==> src/laiir_pkg.sv <==
// ----------------------------------------------------------------------------
// laiir_pkg
// Widths, register indexes and the shared Q9 multiply for the look-ahead
// first-order IIR filter.
// ----------------------------------------------------------------------------
package laiir_pkg;

   localparam int SAMPLE_BITS = 10;
   localparam int STATE_BITS  = 16;
   localparam int COEF_BITS   = 10;
   localparam int OUT_BITS    = 11;
   localparam int INDEX_BITS  = 2;
   localparam int PROD_BITS   = STATE_BITS + COEF_BITS;
   localparam int WIDE_BITS   = STATE_BITS + SAMPLE_BITS;
   localparam int FRAC_SHIFT  = SAMPLE_BITS - 1;

   localparam logic [INDEX_BITS-1:0] REG_A_SQUARED  = 2'd0;
   localparam logic [INDEX_BITS-1:0] REG_A_TIMES_B  = 2'd1;
   localparam logic [INDEX_BITS-1:0] REG_B_ZERO     = 2'd2;
   localparam logic [INDEX_BITS-1:0] REG_B_PLUS_AB  = 2'd3;

   localparam logic signed [COEF_BITS-1:0] RST_A_SQUARED = COEF_BITS'(13);
   localparam logic signed [COEF_BITS-1:0] RST_A_TIMES_B = COEF_BITS'(35);
   localparam logic signed [COEF_BITS-1:0] RST_B_ZERO    = COEF_BITS'(215);
   localparam logic signed [COEF_BITS-1:0] RST_B_PLUS_AB = COEF_BITS'(249);

   typedef logic signed [STATE_BITS-1:0] state_type;
   typedef logic signed [COEF_BITS-1:0]  coef_type;

   // Q9 product, arithmetic shift right, wrapped to the state width.
   function automatic state_type qmul(input state_type value, input coef_type coef);
      logic signed [PROD_BITS-1:0] prod;
      logic signed [PROD_BITS-1:0] shifted;
      prod    = PROD_BITS'(value) * PROD_BITS'(coef);
      shifted = prod >>> FRAC_SHIFT;
      return shifted[STATE_BITS-1:0];
   endfunction

endpackage

==> src/lookahead_first_order_iir.sv <==
// ----------------------------------------------------------------------------
// lookahead_first_order_iir
// A first-order IIR filter rewritten with look-ahead and pipelined taps. Each
// accepted sample updates the recursion and tap registers and yields one
// saturated 11-bit filtered sample, held in an output register until taken.
// One sample per cycle is accepted while the output is not stalled. The
// recursion closes through a single Q9 multiply-add; results move via the
// tap and partial-sum registers as samples are accepted. The user must write
// coefficients via the register port only with the filter idle; not enforced.
// ----------------------------------------------------------------------------
module lookahead_first_order_iir
   import laiir_pkg::*;
(
   input  logic                          clock,
   input  logic                          reset,
   input  logic                          req_valid,
   output logic                          req_stall,
   input  logic signed [SAMPLE_BITS-1:0] req_sample_in,
   output logic                          rsp_valid,
   input  logic                          rsp_stall,
   output logic signed [OUT_BITS-1:0]    rsp_filtered_out,
   input  logic                          csr_valid,
   output logic                          csr_ready,
   input  logic [INDEX_BITS-1:0]         csr_index,
   input  logic signed [COEF_BITS-1:0]   csr_data
);

   localparam logic signed [STATE_BITS:0] OUT_MAX = (STATE_BITS+1)'(2**(OUT_BITS-1) - 1);
   localparam logic signed [STATE_BITS:0] OUT_MIN = -(STATE_BITS+1)'(2**(OUT_BITS-1));

   coef_type  coef_a_squared_ff, coef_a_times_b_ff, coef_b_zero_ff, coef_b_plus_ab_ff;
   state_type recursion_value_ff, recursion_delayed_ff;
   state_type tap_b_plus_ab_ff, tap_b_zero_ff, tap_feedback_ff, partial_sum_ff;
   state_type recursion_value_in, sample_ext;
   logic signed [WIDE_BITS-1:0] sample_wide;
   logic signed [STATE_BITS:0]  out_sum;
   logic signed [OUT_BITS-1:0]  filtered_in;
   logic signed [OUT_BITS-1:0]  rsp_filtered_out_ff;
   logic                        rsp_valid_ff;
   logic                        req_accept;

   assign req_stall  = rsp_valid_ff & rsp_stall;
   assign req_accept = req_valid & ~req_stall;
   assign csr_ready  = 1'b1;

   assign rsp_valid        = rsp_valid_ff;
   assign rsp_filtered_out = rsp_filtered_out_ff;

   assign sample_wide        = WIDE_BITS'(req_sample_in);
   assign sample_ext         = sample_wide[STATE_BITS-1:0];
   assign recursion_value_in = qmul(recursion_value_ff, coef_a_squared_ff) + sample_ext;

   always_comb begin
      out_sum = (STATE_BITS+1)'(partial_sum_ff) + (STATE_BITS+1)'(tap_b_zero_ff);
      if (out_sum > OUT_MAX) begin
         filtered_in = OUT_MAX[OUT_BITS-1:0];
      end else if (out_sum < OUT_MIN) begin
         filtered_in = OUT_MIN[OUT_BITS-1:0];
      end else begin
         filtered_in = out_sum[OUT_BITS-1:0];
      end
   end

   always_ff @(posedge clock) begin
      if (reset) begin
         coef_a_squared_ff <= RST_A_SQUARED;
         coef_a_times_b_ff <= RST_A_TIMES_B;
         coef_b_zero_ff    <= RST_B_ZERO;
         coef_b_plus_ab_ff <= RST_B_PLUS_AB;
      end else if (csr_valid && csr_ready) begin
         case (csr_index)
            REG_A_SQUARED: coef_a_squared_ff <= csr_data;
            REG_A_TIMES_B: coef_a_times_b_ff <= csr_data;
            REG_B_ZERO:    coef_b_zero_ff    <= csr_data;
            REG_B_PLUS_AB: coef_b_plus_ab_ff <= csr_data;
            default: begin
            end
         endcase
      end
   end

   always_ff @(posedge clock) begin
      if (reset) begin
         recursion_value_ff   <= '0;
         recursion_delayed_ff <= '0;
         tap_b_plus_ab_ff     <= '0;
         tap_b_zero_ff        <= '0;
         tap_feedback_ff      <= '0;
         partial_sum_ff       <= '0;
      end else if (req_accept) begin
         tap_b_zero_ff        <= qmul(recursion_value_ff, coef_b_zero_ff);
         partial_sum_ff       <= tap_b_plus_ab_ff + tap_feedback_ff;
         tap_b_plus_ab_ff     <= qmul(recursion_value_ff, coef_b_plus_ab_ff);
         tap_feedback_ff      <= qmul(recursion_delayed_ff, coef_a_times_b_ff);
         recursion_delayed_ff <= recursion_value_ff;
         recursion_value_ff   <= recursion_value_in;
      end
   end

   always_ff @(posedge clock) begin
      if (reset) begin
         rsp_valid_ff <= 1'b0;
      end else if (req_accept) begin
         rsp_valid_ff <= 1'b1;
      end else if (!rsp_stall) begin
         rsp_valid_ff <= 1'b0;
      end
   end

   always_ff @(posedge clock) begin
      if (req_accept) begin
         rsp_filtered_out_ff <= filtered_in;
      end
   end

endmodule
==> config.mk <==
export PLATFORM = sky130hd
export DESIGN_NAME = lookahead_first_order_iir
export DESIGN_NICKNAME = d
export VERILOG_FILES = /design/src/laiir_pkg.sv /design/src/lookahead_first_order_iir.sv
export SDC_FILE = /design/constraint.sdc
export NUM_CORES = 2
export LEC_CHECK = 0
export ABC_AREA = 1
export BUFFER_PORTS_ARGS = -buffer_cell sky130_fd_sc_hd__buf_2
export CAP_MARGIN = 20
export CORE_AREA = 3 3 244 246
export DETAILED_ROUTE_END_ITERATION = 10
export DIE_AREA = 0 0 247 249
export GPL_TIMING_DRIVEN = 0
export MAX_ROUTING_LAYER = met4
export PLACE_DENSITY = 0.78
export SYNTH_ARGS = -nofsm -noshare
export SYNTH_HDL_FRONTEND = slang
export SYNTH_SLANG_ARGS = --single-unit
==> constraint.sdc <==
create_clock -name clock -period 15.4 [get_ports clock]
set_input_delay 0.77 -clock clock [delete_from_list [all_inputs] [get_ports clock]]
set_output_delay 0.77 -clock clock [all_outputs]
set_load 0.03 [all_outputs]
# After elaboration in Yosys (flattened, before gate mapping)
# Cells that the tools add are included.
word_totals:
  regBits: 148
  romBits: 0
  elab_cells: 36
  n_memories: 0
  latch_bits: 0
  output_inout_bits: 14
  ramBits: 0
op_classes:
  addsub: 3
  mul: 4
  n_shift: 0
  eq_ne: 4
  bitwise: 3
  order_cmp: 2
  muxes: 3
  n_div: 0
  n_reduce_logical: 5
ops:
  columns: ["op", "count"]
  rows:
  - ["$mul A16 B10 Y25", 4]
  - ["$add A16 B16 Y17", 1]
  - ["$gt A17 B11 Y1 const B", 1]
  - ["$lt A17 B11 Y1 const B", 1]
  - ["$add A16 B10 Y16", 1]
  - ["$add A16 B16 Y16", 1]
  - ["$mux W11", 1]
  - ["$reduce_and A2 Y1", 4]
  - ["$eq A2 B2 Y1 const B", 2]
  - ["$and A1 B1 Y1", 2]
  - ["$eq A2 B1 Y1 const B", 1]
  - ["$logic_not A2 Y1", 1]
  - ["$mux W1", 2]
  - ["$ne A2 B1 Y1 const B", 1]
  - ["$not A1 Y1", 1]

# Logic depth before layout (Yosys ltp)
depth:
  ltp_word: 4
  ltp_mapped: 35
  depth_no_buf: 33

# Worst setup path before layout
# No wires, ideal clock.
synth_timing:
  path_type: "register to register"
  startpoint: "register recursion_value_ff[7]"
  endpoint: "register recursion_value_ff[9]"
  path_stages_with_launch: 29
  path_slack_ns: 9.417
  arrival_time_ns: 5.868
  path_buffers: 2
  setup_ns: 0.115
  period_less_slack_ns: 5.983
  path_cell_list: "dfxtp_1 clkbuf_1 clkbuf_1 nand2_1 fa_1 inv_1 fa_1 inv_1 fa_1 inv_1 fa_1 inv_1 fa_1 inv_1 ha_1 nand2_1 nor4_1 nand2_1 nand2_1 xor2_1 ha_1 a21oi_1 a21boi_0 nand2_1 nand2_1 nand2_1 xor2_1 o21ai_0 inv_1"
synth_between:
  elab_chain_cells: 2
synth_lines:
  columns: ["element", "line", "rtl"]
  rows:
  - ["from (decl)", "lookahead_first_order_iir.sv:32", "state_type recursion_value_ff, recursion_delayed_ff;"]
  - ["from (signal assigned)", "lookahead_first_order_iir.sv:96", "recursion_value_ff <= recursion_value_in;"]
  - ["$mul A16 B10 Y25", "laiir_pkg.sv:34", "prod = PROD_BITS'(value) * PROD_BITS'(coef);"]
  - ["$add A16 B10 Y16", "lookahead_first_order_iir.sv:51", "assign recursion_value_in = qmul(recursion_value_ff, coef_a_squared_ff) + sample_ext;"]
# No other way between the ends.
# A chain may end at the register's enable or synchronous reset.

# Final worst setup path
layout_timing:
  startpoint: "register recursion_value_ff[4]"
  endpoint: "register recursion_value_ff[15]"
# The elaborated chain is that of the path after synthesis.

==> results.md <==
* Critical R2R Launch: recursion_value_ff[4]
* H-tree Lvls at 4
* RSZ-0062 raised after global routing: false
* FF-to-FF path depth at 27
* Area leader, netlist: sky130_fd_sc_hd__fa_1
* Total clock buffers created by CTS at 17
* Post-CTS Resized at 0
* Start point of the worst hold path: rsp_valid
* Dominant synthesized flop cell: sky130_fd_sc_hd__dfxtp_1
* Clock transition time at the flip-flop clock pins of the worst setup and hold paths at 0.07 ns
* Sum of negative setup slack at 0 ns
* Worst setup path startpoint: recursion_value_ff[4]
* Total grt overflow at 0
* Count of endpoints failing hold in the final timing report at 0
* Height of the die at 249 um
* Clock latency on the worst-skew pair at 0.48 ns
* Most frequent cells in the layout: sky130_fd_sc_hd__nand2_1, sky130_fd_sc_hd__inv_1, sky130_fd_sc_hd__fa_1, sky130_fd_sc_hd__ha_1, sky130_fd_sc_hd__nor2_1
* Post-route ant nets at 0
* Most common library cell in the layout ignoring fill and taps: sky130_fd_sc_hd__nand2_1
* Setup violation total in the final timing report at 0
* Synth unique cells at 43
* IO buf count at 38
* Outcome: completed
* Time the worst path needs with I/O delays and setup at 7.73 ns
* Met3 GRT Util at 6.78%
* Number of DRC violations after detailed routing at 0
* Post-detail-place hpwl at 77300 um
* Met2 GRT Util at 51.2%
* Total count of max-transition violations in the final report at 0
* Number of nets in the finished design at 5251
* Floorplan die area at 61500 um^2
* Synthesized cell area at 31500 um^2
* Number of synthesized register bits at 148
* CTS root buf: sky130_fd_sc_hd__clkbuf_16
* Tcrit/Tclk final at 50.2%
* Cells after Synth at 4356
* Die X-Extent at 247 um
* Global-route wire length before repair at 149000 um
* CTS Hold Bufs at 0
* Reg area at 3070 um^2
* Post-CTS setup buffers at 0
* WHS Path Cells at 2
* Total iterations of the first detailed-routing run at 6
* Area used by multi-input combinational logic at 23600 um^2
* Total number of clock tree sinks at 148
* Maximum number of pins on one net before global-route repair at 17
* Std-Cell Core Area at 57600 um^2
* Clk buf depth at 2
* Maximum frequency from static timing analysis at 0.129 GHz
* Sequential element share of the synthesized area at 9.76%
* Initial standard-cell utilization of the core at 54.7%
* Proportion of synthesized flip-flops having asynchronous set or reset at 0%
* Count of flip-flops with a built-in enable after synthesis at 11
* Total Routed Length at 91800 um
* Worst-path maximum fanout at 10
* Cell row count at 88
* Yosys warns at 0
* Wire per inst at 17.7 um
* DRC violation total after the first TritonRoute iteration at 2487
* Number of maximum-capacitance violations at 0
* Endpoint required time on the critical path at 15.77 ns
* Vias post-DR at 27740
* Global routing's busiest layer: met2
* Global placer's final weighted congestion at 1.05
* Critical Path Sink Type: flip-flop
* Mean post-synth cell area at 7.23 um^2
* Share of cells above drive strength 1 at 3.03%
* Kind of start point of the critical path: flip-flop
* Largest cells by area after synthesis: sky130_fd_sc_hd__fa_1, sky130_fd_sc_hd__nand2_1, sky130_fd_sc_hd__inv_1
* Actual transition at the worst max-transition pin at 1.14 ns
* Signal arrival time at the worst endpoint at 8.09 ns
* Layout filler cell count at 5367
* Category of the critical setup timing path: flip-flop to flip-flop
* Via count normalized by instance count at 5.34
* TritonCTS clock tree: yes
* Met1 Use GR at 38.5%
* Synth top area share at 34.3%
* Number of global-route vias before repair at 28197
* Total Routing Usage GR at 31.9%
* Number of antenna violations at the first check in global routing at 5
* Worst-case headroom to the max-slew limit at 24.1%
* Area growth syn-to-layout at 5.51%
* Hold crit path type: flip-flop to flip-flop
* Maximum clock skew at final layout at 0.0146 ns
* Nets in the synthesized netlist at 5193
* Top Ports at 41
## worst paths after layout
kind                                 end  slack [ns]
hold reg to reg                rsp_valid        0.49
setup reg to reg  recursion_value_ff[15]        7.67
hold / removal                 rsp_valid        0.49
setup / recovery  recursion_value_ff[15]        7.67
## metrics by stage
stage                     cell area (um^2)  setup slack (ns)  utilization [%]  hold slack (ns)  instances
after global placement               32600              7.85             56.7            0.466       5159
after detailed placement             32700              7.82             56.7            0.481       5160
after CTS                            33200              7.81             57.7            0.490       5192
after floorplan                      31500              9.42                -            0.469       4356
final                                33200              7.67             57.7            0.489       5197
after global routing                 33200              7.20             57.7            0.532       5197
## kinds of logic (layout without fill, tap and decap cells)
| group | after synthesis | count (layout) | share of synthesized area, % |
|---|---|---|---|
| buf+inv | 1271 | 1342 | 15.3 |
| xor+xnor | 64 | 64 | 1.78 |
| flops | 148 | 148 | 9.76 |
| fa+ha+maj | 810 | 810 | 45.0 |
| compound gates | 361 | 361 | 6.30 |
| other cells | 1 | 6 | 0.0119 |
| simple gates | 1701 | 1701 | 21.9 |
## flip-flops by register name, indices dropped and copies added (netlist names)
signal                count
coef_a_squared_ff        10
coef_b_zero_ff           10
partial_sum_ff           16
rsp_valid                 1
tap_b_plus_ab_ff         16
coef_b_plus_ab_ff        10
recursion_value_ff       16
coef_a_times_b_ff        10
tap_feedback_ff          16
tap_b_zero_ff            16
rsp_filtered_out         11
recursion_delayed_ff     16
## synth_stat cells (3+ instances only)
cell                       count
sky130_fd_sc_hd__o21ai_1       3
sky130_fd_sc_hd__fa_1        539
sky130_fd_sc_hd__o211ai_1     16
sky130_fd_sc_hd__inv_1      1089
sky130_fd_sc_hd__a21boi_0      4
sky130_fd_sc_hd__and2_1        3
sky130_fd_sc_hd__nor3b_1       3
sky130_fd_sc_hd__clkbuf_1    135
sky130_fd_sc_hd__nor2_1      242
sky130_fd_sc_hd__nor4_1        7
sky130_fd_sc_hd__nor2_2        5
sky130_fd_sc_hd__a21oi_1     167
sky130_fd_sc_hd__edfxtp_1     11
sky130_fd_sc_hd__buf_4         4
sky130_fd_sc_hd__nor3_2        4
sky130_fd_sc_hd__a31o_2        4
sky130_fd_sc_hd__a21o_1       18
sky130_fd_sc_hd__ha_1        271
sky130_fd_sc_hd__dfxtp_1     137
sky130_fd_sc_hd__o21bai_1     13
sky130_fd_sc_hd__buf_2        19
sky130_fd_sc_hd__nand4_1      37
sky130_fd_sc_hd__nand3_1     177
sky130_fd_sc_hd__nand2_1    1170
sky130_fd_sc_hd__nand2_2       7
sky130_fd_sc_hd__xor2_1       42
sky130_fd_sc_hd__xnor2_1      22
sky130_fd_sc_hd__or2_2        16
sky130_fd_sc_hd__nor3_1       25
sky130_fd_sc_hd__o21ai_0     122
sky130_fd_sc_hd__o21a_1        4
sky130_fd_sc_hd__a211oi_1      5
sky130_fd_sc_hd__buf_1        22
## area by class of cell
class / count / share of cell area (%)
clock buffers: 19 / 1.33
well taps: 765 / 2.88
diodes: 5 / 0.0377
plain buffers: 182 / 2.18
multi-input cells: 2937 / 71.1
flip-flops and latches: 148 / 9.25
repair buffers: 39 / 0.617
clock inverters: 13 / 0.350
inverters: 1089 / 12.3
## critical path, stage by stage (launching register included)
cell,delay (ns)
sky130_fd_sc_hd__dfxtp_1,0.32
sky130_fd_sc_hd__clkbuf_1,0.84
sky130_fd_sc_hd__buf_1,0.70
sky130_fd_sc_hd__nand2_1,0.15
sky130_fd_sc_hd__fa_1,0.51
sky130_fd_sc_hd__inv_1,0.06
sky130_fd_sc_hd__fa_1,0.46
sky130_fd_sc_hd__fa_1,0.52
sky130_fd_sc_hd__fa_1,0.51
sky130_fd_sc_hd__inv_1,0.05
sky130_fd_sc_hd__fa_1,0.47
sky130_fd_sc_hd__inv_1,0.05
sky130_fd_sc_hd__ha_1,0.34
sky130_fd_sc_hd__nand2_1,0.13
sky130_fd_sc_hd__nor4_1,0.48
sky130_fd_sc_hd__nand2_1,0.10
sky130_fd_sc_hd__nand2_1,0.13
sky130_fd_sc_hd__xor2_1,0.24
sky130_fd_sc_hd__ha_1,0.35
sky130_fd_sc_hd__a21oi_1,0.24
sky130_fd_sc_hd__a21boi_0,0.28
sky130_fd_sc_hd__nand2_1,0.15
sky130_fd_sc_hd__nand4_1,0.11
sky130_fd_sc_hd__nand2_1,0.09
sky130_fd_sc_hd__nand3_1,0.09
sky130_fd_sc_hd__nand2_1,0.05
sky130_fd_sc_hd__nor2_1,0.13
sky130_fd_sc_hd__nor2_1,0.05
## metal layers
metal,routed length (um),part of all wire [%],up-vias
met4,5150,5.6,0
met2,42900,47,1270
met1,35600,39,13197
met5,0,0,-
li1,-,-,12989
met3,8170,8.9,284
Power is not shown: default switching activity piles up to over one toggle a cycle in this logic, so the estimate is an artifact.
